<file path="config.mk">
export PLATFORM = sky130hd
export DESIGN_NAME = small_matrix_inverse_adjugate
export DESIGN_NICKNAME = d
export VERILOG_FILES = /design/src/hw/rtl/smia_pkg.sv /design/src/hw/rtl/smia_divider.sv /design/src/hw/rtl/small_matrix_inverse_adjugate.sv
export SDC_FILE = /design/constraint.sdc
export NUM_CORES = 2
export LEC_CHECK = 0
export BUFFER_PORTS_ARGS = -buffer_cell sky130_fd_sc_hd__buf_2
export CELL_PAD_IN_SITES_DETAIL_PLACEMENT = 1
export CELL_PAD_IN_SITES_GLOBAL_PLACEMENT = 1
export CORE_ASPECT_RATIO = 0.9
export CORE_UTILIZATION = 42
export CTS_CLUSTER_SIZE = 16
export DETAILED_ROUTE_END_ITERATION = 8
export MAX_ROUTING_LAYER = met4
export PLACE_DENSITY_LB_ADDON = 0.1
export SLEW_MARGIN = 5
export SYNTH_ARGS = -nofsm -noshare
export SYNTH_HDL_FRONTEND = slang
export SYNTH_SLANG_ARGS = --single-unit
</file>
<file path="constraint.sdc">
create_clock -name clock -period 9.9 [get_ports clock]
set_clock_uncertainty 0.15 [all_clocks]
set_input_delay 1.485 -clock clock [delete_from_list [all_inputs] [get_ports clock]]
set_output_delay 1.485 -clock clock [all_outputs]
set_load 0.005 [all_outputs]
</file>
<file path="src/hw/rtl/smia_pkg.sv">
`default_nettype none
package smia_pkg;

   localparam int MaxSize      = 4;
   localparam int ElemWidth    = 8;
   localparam int AdjWidth     = 26;
   localparam int DetWidth     = 36;
   localparam int ProdWidth    = 22;
   localparam int FracBits     = 16;
   localparam int InvWidth     = 48;
   localparam int QuoWidth     = AdjWidth + FracBits;

   typedef enum logic [3:0] {
      ST_LOAD,
      ST_TERM,
      ST_COF_WRITE,
      ST_COF_DET,
      ST_CHECK,
      ST_DIV_READ,
      ST_DIV_START,
      ST_DIV_WAIT,
      ST_EMIT
   } state_type;

   // Column slots of the six permutations of a 3x3 determinant, slot 0 in the low bits.
   localparam logic [5:0] PERM_TABLE [6] = '{
      6'b10_01_00, 6'b01_10_00, 6'b10_00_01,
      6'b00_10_01, 6'b01_00_10, 6'b00_01_10
   };
   localparam logic [5:0] PERM_NEG = 6'b100110;

   // Index of the k-th row or column of a minor that leaves out x.
   function automatic logic [1:0] skip_index(input logic [1:0] k, input logic [1:0] x);
      logic [1:0] r;
      r = (k < x) ? k : k + 2'd1;
      return r;
   endfunction

   function automatic logic [1:0] perm_slot(input logic [2:0] term, input logic [1:0] pos);
      logic [5:0] p;
      p = PERM_TABLE[term];
      return p[2*pos +: 2];
   endfunction

endpackage
`default_nettype wire

</file>
<file path="src/hw/rtl/smia_divider.sv">
`default_nettype none
// Signed restoring divider: quotient = (dividend * 2^16) / divisor, truncated toward zero.
// One quotient bit per cycle.
module smia_divider (
   input  wire logic                                clock,
   input  wire logic                                reset,
   input  wire logic                                start,
   input  wire logic signed [smia_pkg::AdjWidth-1:0] dividend,
   input  wire logic signed [smia_pkg::DetWidth-1:0] divisor,
   output logic                                     done,
   output logic signed [smia_pkg::InvWidth-1:0]     quotient
);

   localparam int QW = smia_pkg::QuoWidth;
   localparam int DW = smia_pkg::DetWidth;

   logic          busy_ff, busy_in;
   logic          done_ff, done_in;
   logic [5:0]    cnt_ff, cnt_in;
   logic          neg_ff, neg_in;
   logic [QW-1:0] quo_ff, quo_in;
   logic [DW-1:0] rem_ff, rem_in;
   logic [DW-1:0] div_ff, div_in;

   logic [smia_pkg::AdjWidth-1:0] num_mag;
   logic [DW-1:0]                 den_mag;
   logic [DW:0]                   trial;
   logic [DW:0]                   diff;

   always_comb begin
      num_mag = dividend[smia_pkg::AdjWidth-1] ? -dividend : dividend;
      den_mag = divisor[DW-1] ? -divisor : divisor;
      trial   = {rem_ff, quo_ff[QW-1]};
      diff    = trial - {1'b0, div_ff};
      busy_in = busy_ff;
      done_in = 1'b0;
      cnt_in  = cnt_ff;
      neg_in  = neg_ff;
      quo_in  = quo_ff;
      rem_in  = rem_ff;
      div_in  = div_ff;
      if (start) begin
         busy_in = 1'b1;
         cnt_in  = 6'd0;
         neg_in  = dividend[smia_pkg::AdjWidth-1] ^ divisor[DW-1];
         quo_in  = {num_mag, {smia_pkg::FracBits{1'b0}}};
         rem_in  = '0;
         div_in  = den_mag;
      end else if (busy_ff) begin
         if (!diff[DW]) begin
            rem_in = diff[DW-1:0];
            quo_in = {quo_ff[QW-2:0], 1'b1};
         end else begin
            rem_in = trial[DW-1:0];
            quo_in = {quo_ff[QW-2:0], 1'b0};
         end
         cnt_in = cnt_ff + 6'd1;
         if (cnt_ff == 6'(QW - 1)) begin
            busy_in = 1'b0;
            done_in = 1'b1;
         end
      end
   end

   always_ff @(posedge clock) begin
      if (reset) begin
         busy_ff <= 1'b0;
         done_ff <= 1'b0;
         cnt_ff  <= 6'd0;
      end else begin
         busy_ff <= busy_in;
         done_ff <= done_in;
         cnt_ff  <= cnt_in;
      end
      neg_ff <= neg_in;
      quo_ff <= quo_in;
      rem_ff <= rem_in;
      div_ff <= div_in;
   end

   assign done     = done_ff;
   assign quotient = neg_ff ? -{{(smia_pkg::InvWidth-QW){1'b0}}, quo_ff}
                            :  {{(smia_pkg::InvWidth-QW){1'b0}}, quo_ff};

endmodule
`default_nettype wire

</file>
<file path="src/hw/rtl/small_matrix_inverse_adjugate.sv">
`default_nettype none
// Inverse of a small signed integer matrix by adjugate and determinant.
// Elements enter on the req_ channel, one 8-bit word each, row-major. The size in use
// (1 to 4) comes from csr_wr_data when csr_wr_en is high; a write also drops a partial load.
// After the last element the block computes all sixteen 3x3 cofactors of the matrix padded
// to 4x4 with an identity block, using one shared multiplier, and the determinant from the
// first row. Each inverse entry then takes its own divider pass, one entry after another.
// Results leave row-major on the rsp_ channel with the final word marked by rsp_tlast;
// a singular matrix gives one word with rsp_tuser set and a zero value.
// req_tready is high only while loading. A stalled receiver holds the block at the current
// result word until it is taken. Reset makes the size 4 and empties the load.
module small_matrix_inverse_adjugate (
   input  wire logic        clock,
   input  wire logic        reset,
   input  wire logic        req_tvalid,
   output logic             req_tready,
   input  wire logic [7:0]  req_tdata,   // element_value
   output logic             rsp_tvalid,
   input  wire logic        rsp_tready,
   output logic [55:0]      rsp_tdata,   // inv_value[47:0], row_index[49:48], col_index[51:50]
   output logic             rsp_tuser,   // singular
   output logic             rsp_tlast,   // last
   input  wire logic        csr_wr_en,
   input  wire logic [2:0]  csr_wr_data  // matrix_size
);

   localparam int AW = smia_pkg::AdjWidth;
   localparam int DW = smia_pkg::DetWidth;
   localparam int PW = smia_pkg::ProdWidth;
   localparam int EW = smia_pkg::ElemWidth;

   smia_pkg::state_type state_ff, state_in;

   logic [2:0] size_ff, size_in;
   logic [1:0] nm1;
   logic [1:0] ld_row_ff, ld_row_in, ld_col_ff, ld_col_in;
   logic [1:0] ci_ff, ci_in, cj_ff, cj_in;
   logic [2:0] term_ff, term_in;
   logic [2:0] sub_ff, sub_in;
   logic signed [PW-1:0] prod_ff, prod_in;
   logic signed [AW-1:0] acc_ff, acc_in;
   logic signed [AW-1:0] cof_ff, cof_in;
   logic signed [DW-1:0] det_ff, det_in;
   logic [1:0] oi_ff, oi_in, oj_ff, oj_in;
   logic [smia_pkg::InvWidth-1:0] out_val_ff, out_val_in;
   logic out_sing_ff, out_sing_in, out_last_ff, out_last_in;

   logic [EW-1:0] mat_mem [16];
   logic signed [AW-1:0] adj_mem [16];
   logic [EW-1:0] mat_rd_ff;
   logic pad_ff, one_ff;
   logic signed [AW-1:0] adj_rd_ff;

   logic [1:0] rd_row, rd_col;
   logic signed [EW-1:0] elem;
   logic signed [AW-1:0] mul_a;
   logic signed [EW-1:0] mul_b;
   logic signed [AW+EW-1:0] mul_p;
   logic signed [AW-1:0] cof_val;
   logic adj_we;
   logic div_start, div_done;
   logic signed [smia_pkg::InvWidth-1:0] div_q;

   always_comb begin
      if (size_ff == 3'd0) begin
         nm1 = 2'd0;
      end else if (size_ff > 3'(smia_pkg::MaxSize)) begin
         nm1 = 2'(smia_pkg::MaxSize - 1);
      end else begin
         nm1 = 2'(size_ff - 3'd1);
      end
   end

   assign elem  = pad_ff ? {{(EW-1){1'b0}}, one_ff} : mat_rd_ff;
   assign mul_p = mul_a * mul_b;
   assign cof_val = (ci_ff[0] ^ cj_ff[0]) ? -acc_ff : acc_ff;

   always_comb begin
      if (state_ff == smia_pkg::ST_TERM) begin
         rd_row = smia_pkg::skip_index(sub_ff[1:0], ci_ff);
         rd_col = smia_pkg::skip_index(smia_pkg::perm_slot(term_ff, sub_ff[1:0]), cj_ff);
      end else begin
         rd_row = 2'd0;
         rd_col = cj_ff;
      end
   end

   always_ff @(posedge clock) begin
      if (req_tvalid && req_tready) begin
         mat_mem[{ld_row_ff, ld_col_ff}] <= req_tdata;
      end
      mat_rd_ff <= mat_mem[{rd_row, rd_col}];
      pad_ff    <= (rd_row > nm1) || (rd_col > nm1);
      one_ff    <= (rd_row == rd_col);
   end

   always_ff @(posedge clock) begin
      if (adj_we) begin
         adj_mem[{cj_ff, ci_ff}] <= cof_val;
      end
      adj_rd_ff <= adj_mem[{oi_ff, oj_ff}];
   end

   smia_divider u_divider (
      .clock    (clock),
      .reset    (reset),
      .start    (div_start),
      .dividend (adj_rd_ff),
      .divisor  (det_ff),
      .done     (div_done),
      .quotient (div_q)
   );

   always_comb begin
      state_in    = state_ff;
      size_in     = size_ff;
      ld_row_in   = ld_row_ff;
      ld_col_in   = ld_col_ff;
      ci_in       = ci_ff;
      cj_in       = cj_ff;
      term_in     = term_ff;
      sub_in      = sub_ff;
      prod_in     = prod_ff;
      acc_in      = acc_ff;
      cof_in      = cof_ff;
      det_in      = det_ff;
      oi_in       = oi_ff;
      oj_in       = oj_ff;
      out_val_in  = out_val_ff;
      out_sing_in = out_sing_ff;
      out_last_in = out_last_ff;
      mul_a       = AW'(prod_ff);
      mul_b       = elem;
      adj_we      = 1'b0;
      div_start   = 1'b0;
      req_tready  = 1'b0;
      rsp_tvalid  = 1'b0;

      case (state_ff)
         smia_pkg::ST_LOAD: begin
            req_tready = 1'b1;
            if (req_tvalid) begin
               if (ld_col_ff == nm1) begin
                  ld_col_in = 2'd0;
                  if (ld_row_ff == nm1) begin
                     ld_row_in = 2'd0;
                     ci_in     = 2'd0;
                     cj_in     = 2'd0;
                     term_in   = 3'd0;
                     sub_in    = 3'd0;
                     acc_in    = '0;
                     det_in    = '0;
                     state_in  = smia_pkg::ST_TERM;
                  end else begin
                     ld_row_in = ld_row_ff + 2'd1;
                  end
               end else begin
                  ld_col_in = ld_col_ff + 2'd1;
               end
            end
         end
         smia_pkg::ST_TERM: begin
            sub_in = sub_ff + 3'd1;
            case (sub_ff)
               3'd1: prod_in = PW'(elem);
               3'd2, 3'd3: prod_in = PW'(mul_p);
               3'd4: begin
                  if (smia_pkg::PERM_NEG[term_ff]) begin
                     acc_in = acc_ff - AW'(prod_ff);
                  end else begin
                     acc_in = acc_ff + AW'(prod_ff);
                  end
                  sub_in = 3'd0;
                  if (term_ff == 3'd5) begin
                     term_in  = 3'd0;
                     state_in = smia_pkg::ST_COF_WRITE;
                  end else begin
                     term_in = term_ff + 3'd1;
                  end
               end
               default: ;
            endcase
         end
         smia_pkg::ST_COF_WRITE: begin
            // Cofactor (i, j) is stored at adjugate position (j, i).
            adj_we = 1'b1;
            cof_in = cof_val;
            acc_in = '0;
            state_in = smia_pkg::ST_COF_DET;
         end
         smia_pkg::ST_COF_DET: begin
            mul_a = cof_ff;
            if (ci_ff == 2'd0) begin
               det_in = det_ff + DW'(mul_p);
            end
            state_in = smia_pkg::ST_TERM;
            if (cj_ff == 2'd3) begin
               cj_in = 2'd0;
               if (ci_ff == 2'd3) begin
                  state_in = smia_pkg::ST_CHECK;
               end else begin
                  ci_in = ci_ff + 2'd1;
               end
            end else begin
               cj_in = cj_ff + 2'd1;
            end
         end
         smia_pkg::ST_CHECK: begin
            oi_in = 2'd0;
            oj_in = 2'd0;
            if (det_ff == '0) begin
               out_val_in  = '0;
               out_sing_in = 1'b1;
               out_last_in = 1'b1;
               state_in    = smia_pkg::ST_EMIT;
            end else begin
               out_sing_in = 1'b0;
               state_in    = smia_pkg::ST_DIV_READ;
            end
         end
         smia_pkg::ST_DIV_READ: begin
            state_in = smia_pkg::ST_DIV_START;
         end
         smia_pkg::ST_DIV_START: begin
            div_start = 1'b1;
            state_in  = smia_pkg::ST_DIV_WAIT;
         end
         smia_pkg::ST_DIV_WAIT: begin
            if (div_done) begin
               out_val_in  = div_q;
               out_last_in = (oi_ff == nm1) && (oj_ff == nm1);
               state_in    = smia_pkg::ST_EMIT;
            end
         end
         smia_pkg::ST_EMIT: begin
            rsp_tvalid = 1'b1;
            if (rsp_tready) begin
               if (out_last_ff) begin
                  state_in = smia_pkg::ST_LOAD;
               end else begin
                  state_in = smia_pkg::ST_DIV_READ;
                  if (oj_ff == nm1) begin
                     oj_in = 2'd0;
                     oi_in = oi_ff + 2'd1;
                  end else begin
                     oj_in = oj_ff + 2'd1;
                  end
               end
            end
         end
         default: state_in = smia_pkg::ST_LOAD;
      endcase

      if (csr_wr_en) begin
         size_in   = csr_wr_data;
         ld_row_in = 2'd0;
         ld_col_in = 2'd0;
      end
   end

   always_ff @(posedge clock) begin
      if (reset) begin
         state_ff  <= smia_pkg::ST_LOAD;
         size_ff   <= 3'(smia_pkg::MaxSize);
         ld_row_ff <= 2'd0;
         ld_col_ff <= 2'd0;
      end else begin
         state_ff  <= state_in;
         size_ff   <= size_in;
         ld_row_ff <= ld_row_in;
         ld_col_ff <= ld_col_in;
      end
      ci_ff       <= ci_in;
      cj_ff       <= cj_in;
      term_ff     <= term_in;
      sub_ff      <= sub_in;
      prod_ff     <= prod_in;
      acc_ff      <= acc_in;
      cof_ff      <= cof_in;
      det_ff      <= det_in;
      oi_ff       <= oi_in;
      oj_ff       <= oj_in;
      out_val_ff  <= out_val_in;
      out_sing_ff <= out_sing_in;
      out_last_ff <= out_last_in;
   end

   assign rsp_tdata = {4'd0, oj_ff, oi_ff, out_val_ff};
   assign rsp_tuser = out_sing_ff;
   assign rsp_tlast = out_last_ff;

endmodule
`default_nettype wire
</file>
# After elaboration in Yosys (flattened, before gate mapping)
# Memory sizes are Yosys's and may differ from the RTL's. A register that Yosys moved wholly into a read port is not among the register bits.
# Cells that the tools add are included.
totals:
  regBits: 310
  mem_bits_rw: 544
  rom_bits: 56
  in_bits: 16
  out_inout_bits: 60
  word_cells: 219
  memories: 4
op_classes:
  n_addsub: 20
  multipliers: 1
  n_lt_le_gt_ge: 7
  eq_ne: 34
  shifts: 1
  n_mux: 89
  n_bitwise: 4
  reduce_logical: 31
mem_list:
  columns: ["name", "depth", "width", "read_ports", "rd_ports_with_merged_regs", "wr", "line_no", "rtl"]
  rows:
  - ["adj_mem", 16, 26, 1, 1, 1, "small_matrix_inverse_adjugate.sv:49", "logic signed [AW-1:0] adj_mem [16];"]
  - ["mat_mem", 16, 8, 1, 1, 1, "small_matrix_inverse_adjugate.sv:48", "logic [EW-1:0] mat_mem [16];"]
  - ["(no name shown)", 8, 6, 1, 0, 0, "smia_pkg.sv:41", "p = PERM_TABLE[term];"]
  - ["(no name shown)", 8, 1, 1, 1, 0, "small_matrix_inverse_adjugate.sv:168", "if (smia_pkg::PERM_NEG[term_ff]) begin"]
ops:
  columns: ["cell", "n"]
  rows:
  - ["26-bit two-way mux", 8]
  - ["36-bit two-way mux", 5]
  - ["48-bit two-way mux", 3]
  - ["48-bit case mux with 2 select lines", 1]
  - ["42-bit two-way mux", 2]
  - ["26-bit case mux with 3 select lines", 1]
  - ["36-bit case mux with 2 select lines", 1]
  - ["26-bit negation", 2]
  - ["42-bit negation with 48-bit output", 1]
  - ["22-bit case mux with 2 select lines", 1]
  - ["2-bit two-way mux", 20]
  - ["37-bit by 36-bit subtractor with 37-bit output", 1]
  - ["36-bit by 34-bit adder with 36-bit output", 1]
  - ["36-bit zero test", 1]
  - ["36-bit negation", 1]
  - ["4-bit case mux with 9 select lines", 1]
  - ["35-bit two-way mux", 1]
  - ["26-bit by 8-bit multiplier with 34-bit output", 1]
  - ["4-bit two-way mux", 8]
  - ["3-bit two-way mux", 10]
  - ["26-bit by 22-bit adder with 26-bit output", 1]
  - ["26-bit by 22-bit subtractor with 26-bit output", 1]
  - ["2-bit != test, second input constant", 10]
  - ["1-bit two-way mux", 17]
  - ["other kinds (44)", 88]

# Longest topological paths before layout
depth:
  ltp_word: 10
  mapped_depth: 36
  ltp_nobuf: 33

# Hierarchy
# From an unflattened synthesis, not the netlist that was laid out.
hier_totals:
  hier_cells: 3978
  hier_area_um2: 49436.2
by_module_without_submodules:
  columns: ["module", "instances", "cells_per_inst", "area_each_um2"]
  rows:
  - ["small_matrix_inverse_adjugate", 1, 2949, 40407.5]
  - ["smia_divider", 1, 1029, 9028.7]

# Worst setup path after synthesis
# No wires, ideal clock.
synth_path:
  path_type: "flip-flop to flip-flop"
  startpoint: "register state_ff[3]"
  endpoint: "register det_ff[35] (data pin)"
  setup_ns: 0.270
  arrival_ns: 7.935
  t_required_ns: 9.480
  slack_ns: 1.545
  stages_incl_launch_ff: 33
  path_buffers: 3
  synth_period_minus_slack_ns: 8.355
  cell_sequence: "dfxtp_1 -> clkbuf_1 -> nand2b_1 -> nor2_1 -> clkbuf_1 -> buf_1 -> mux2i_1 -> nor2_1 -> fa_1 -> fa_1 -> fa_1 -> inv_1 -> fa_1 -> inv_1 -> ha_1 -> o21ai_0 -> a2111oi_1 -> a2111oi_0 -> nor3_1 -> o31ai_1 -> a21oi_1 -> a21o_1 -> a21oi_1 -> xnor2_1 -> ha_1 -> and3_1 -> a221oi_1 -> o21ai_0 -> nor3_1 -> nand2b_1 -> a41oi_1 -> or3_1 -> a21oi_1"
synth_via:
  elab_chain_len: 6
  word_cells_on_any_way: 7
  cone_classes: "add/sub: 1; mul: 1; eq/ne: 1; mux: 3; reduce/logical: 1"
synth_lines:
  columns: ["item", "line_no", "rtl"]
  rows:
  - ["start, declared", "small_matrix_inverse_adjugate.sv:32", "smia_pkg::state_type state_ff, state_in;"]
  - ["start signal, assigned", "small_matrix_inverse_adjugate.sv:263", "state_ff <= smia_pkg::ST_LOAD;"]
  - ["start signal, assigned", "small_matrix_inverse_adjugate.sv:268", "state_ff <= state_in;"]
  - ["4-bit by 2-bit equality test with 1-bit output", "small_matrix_inverse_adjugate.sv:139", "case (state_ff)"]
  - ["26-bit two-way mux", "small_matrix_inverse_adjugate.sv:139", null]
  - ["26-bit by 8-bit multiplier with 34-bit output", "small_matrix_inverse_adjugate.sv:75", "assign mul_p = mul_a * mul_b;"]
  - ["36-bit by 34-bit adder with 36-bit output", "small_matrix_inverse_adjugate.sv:194", "det_in = det_ff + DW'(mul_p);"]
  - ["36-bit two-way mux", "small_matrix_inverse_adjugate.sv:193", "if (ci_ff == 2'd0) begin"]
  - ["36-bit case mux with 2 select lines *", "small_matrix_inverse_adjugate.sv:139", null]
  - ["end signal, assigned", "small_matrix_inverse_adjugate.sv:280", "det_ff <= det_in;"]
  - ["end, declared", "small_matrix_inverse_adjugate.sv:43", "logic signed [DW-1:0] det_ff, det_in;"]
# Every way passes the cells marked *; elsewhere a longest branch is shown, timed or not. The select of a mux whose other input is x is not followed.
# A chain may end at the register's enable or synchronous reset.

# Final worst setup path
layout_path:
  startpoint: "register state_ff[0]"
  endpoint: "register det_ff[35] (data pin)"
# The elaborated chain is that of the path after synthesis.

==> run_results.csv <==
group,metric,value,unit
job,maxCapViolCount,0,
synth,syn_avg_cell_area,12.4,µm²
setup_path,r2r-start,"state_ff[0]$_SDFFE_PP0P_",
synth,ys_top_cells_by_area,"edfxtp_1 48%, fa_1 6.8%, mux4_2 6.0%",
drt,dr_total_vias,31000,
setup_path,end_kind,"register",
setup_path,start_kind,"register",
drt,ant_nets,0,
global_route,antenna_found_initial,5,
timing,period_share,90.0,%
synth,synth_flop_cell,"edfxtp_1",
global_route,met1_usage,32.6,%
floorplanning,start_util,42.4,%
global_route,busiest_layer,"met2",
finish,regArea,0.0256,mm²
floorplanning,die_y,326,µm
global_route,grt-ovfl-total,0,
finish,syn_to_final_growth,11.7,%
cts,holdBufCountCts,0,
cts,clk_path_buf_depth,3,
floorplanning,die_x,362,µm
finish,drive_gt1_share,12.9,%
synth,synth_top_area_share,48.0,%
finish,fillers,11800,
timing,tns,0,ns
timing,hold_viol_final,0,
setup_path,reg2reg_depth,31,
timing,setup_violations,0,
timing,post-route-min-period,8.91,ns
cts,htreeDepth,3,
global_route,grt_usage,23.0,%
drt,drt_pass1_iterations,5,
synth,ys_types,81,
cts,numCtsBuffers,95,
cts,insertion_delay,0.71,ns
finish,layout.nets,4416,
global_route,use_met2,35.8,%
place,port_buffers,71,
drt,drt_iter0_drc,2215,
cts,cts_sinks,889,
timing,slew_viol_final,0,
synth,yosys_warnings,0,
timing,tightest_slew,1.24,ns
setup_path,cpMaxStageDelayCell,"dfxtp_1",
place,gp_congestion,0.829,
min_path,hp-class,"reg -> reg",
drt,vias_per_cell,5.51,
floorplanning,coreArea,0.115,mm²
min_path,min_from,"u_divider.cnt_ff[5]$_SDFFE_PP0P_",
synth,synth_top_cell_by_area,"edfxtp_1",
synth,synthArstFlopShare,0,%
global_route,grt_pass1_wl,200,mm
timing,fmax,0.112,GHz
synth,syn_inst,3931,
global_route,grt_max_degree,87,
setup_path,crit_type,"reg -> reg",
synth,yosysSeqAreaShare,52.4,%
setup_path,worstPathArrival,9.20,ns
setup_path,cp.required,10.18,ns
synth,synth_edf_count,781,
global_route,global_route.usage.met3,2.94,%
finish,multi_input_area,0.0217,mm²
drt,wirelength,130,mm
cts,cts_root_buffer,"clkbuf_16",
setup_path,path_max_fanout,15,
timing,relSlewSlack,16.5,%
drt,route.detailed.drc,0,
synth,syn_area,0.0489,mm²
setup_path,r2r_slack,0.99,ns
floorplanning,dieArea,0.118,mm²
cts,cts_tree,"yes",
timing,rsz0062_at_grt,"false",
setup_path,critPathLaunch,"state_ff[0]$_SDFFE_PP0P_",
drt,post_drt_wl_per_cell,23.2,µm
synth,ys_ff_latch,889,
outcome,status,"completed",
global_route,grt_pass1_vias,32100,
floorplanning,rows,118,
cts,clk_pin_slew,0.06,ns
place,post-dp-hpwl,90.3,mm
setup_path,reg2reg_to,"det_ff[35]$_SDFFCE_PP0P_",
setup_path,max_stage_delay,0.59,ns
floorplanning,io_pins,76,
setup_path,crit_top_cell,"fa_1",
setup_path,cp-endpoint,"det_ff[35]$_SDFFCE_PP0P_",
-- state kept, by name, indices dropped and copies added, names as in the netlist, 36 cells and up, named ones only --
name and flops:
u_divider.quo_ff 42, mat_mem 128, out_val_ff 48, u_divider.div_ff 36, adj_mem 416, det_ff 36, u_divider.rem_ff 36
-- critical path: cells and delay by family (launching register included) --
family,cells,cell delay [ns]
AOI/OAI and AO/OA,11,2.32
xor gates and xnor gates,1,0.14
adders and majority gates,6,2.76
buffers and inverters,4,0.41
DFF,1,0.59
muxes,1,0.49
and+or+nand+nor,8,1.75
-- cell usage in the layout, fill, tap and decap left out, drive strengths merged, types with 19 or more instances in the layout --
cell type	count
xnor2	148
and2	29
ha	197
nor2b	31
and3	67
nand2b	41
nor3	69
clkinv	37
mux2	20
or3	29
o31ai	38
clkbuf	126
o21a	19
nand2	200
xor2	120
a31oi	29
nand3	66
o21ai	201
or4	21
edfxtp	781
mux4	130
fa	166
buf	152
a21o	62
nor2	395
mux2i	109
a21oi	169
a211oi	21
dfxtp	108
inv	314
-- cell families after synthesis --
kind of cell             synth area share [%]
AO/OA/AOI/OAI                            8.67
XOR/XNOR                                 4.85
adder cells (fa/ha/maj)                  11.8
buffers and inverters                    3.57
flip-flops                               52.4
multiplexers                             8.68
other                                 0.00767
AND/OR/NAND/NOR                          9.97
-- cell usage after synthesis, types with 18 or more instances --
cell and number:
a31oi_1 29, nor2b_1 31, nor3_1 69, o21a_1 19
or3_1 24, o21bai_1 18, edfxtp_1 781, xnor2_1 148
o21ai_0 197, nand2_1 200, o31ai_1 36, mux2i_1 109
ha_1 197, and2_1 29, xor2_1 120, a21oi_1 169
mux2_2 20, clkbuf_1 115, or4_1 18, nor2_1 394
buf_1 23, a21o_1 62, mux4_2 130, nand3_1 66
nand2b_1 41, and3_1 67, fa_1 166, dfxtp_1 108
a211oi_1 21, inv_1 311
-- how the worst min path moves through the flow --
stage / endpoint / slack, ns / cells after the start
CTS: u_divider.done$_SDFF_PP0_ / 0.33 / 2
detailed placement: u_divider.done$_SDFF_PP0_ / 0.33 / 2
global placement: u_divider.done$_SDFF_PP0_ / 0.32 / 2
finish: u_divider.done$_SDFF_PP0_ / 0.33 / 2
global route: u_divider.rem_ff[22]$_SDFFE_PP0P_ / 0.38 / 2
floorplan: u_divider.done$_SDFF_PP0_ / 0.30 / 2
-- cell type report --
type,count,area share [%]
Timing Repair Buffer,152,1.79
Inverter,314,2.16
Multi-Input combinational cell,2585,39.7
Clock buffer,126,4.72
Tap cell,1500,3.44
Sequential cell,889,46.9
Clock inverter,51,1.24
Antenna cell,1,0.00458
-- stage by stage --
step	hold slack [ns]	cells	utilization, %	instance area (µm²)	setup slack, ns
2_1_floorplan	0.300	3934	-	48900	1.55
3_3_place_gp	0.324	5435	44.5	51300	0.387
3_5_place_dp	0.326	5435	44.5	51300	0.333
4_1_cts	0.334	5612	47.3	54500	0.314
5_1_grt	0.376	5617	47.4	54600	0.257
6_report	0.332	5618	47.4	54600	0.987
-- metal layers --
layer  routed length (µm)  vias up
met4                 1840        0
met3                 5380      122
li1                     -    14500
met5                    0        -
met1                63000    15800
met2                59900      547
-- what timing repair did --
| item | 4_1_cts | 5_1_grt |
|---|---|---|
| endpoints found under the hold margin | 0 | 0 |
| setup endpoints to repair | 0 | 5 |
| setup buffers | 0 | 5 |
| resized for setup | 0 | 8 |
Power is not shown: default switching activity piles up to over one toggle a cycle in this logic, so the estimate is an artifact.
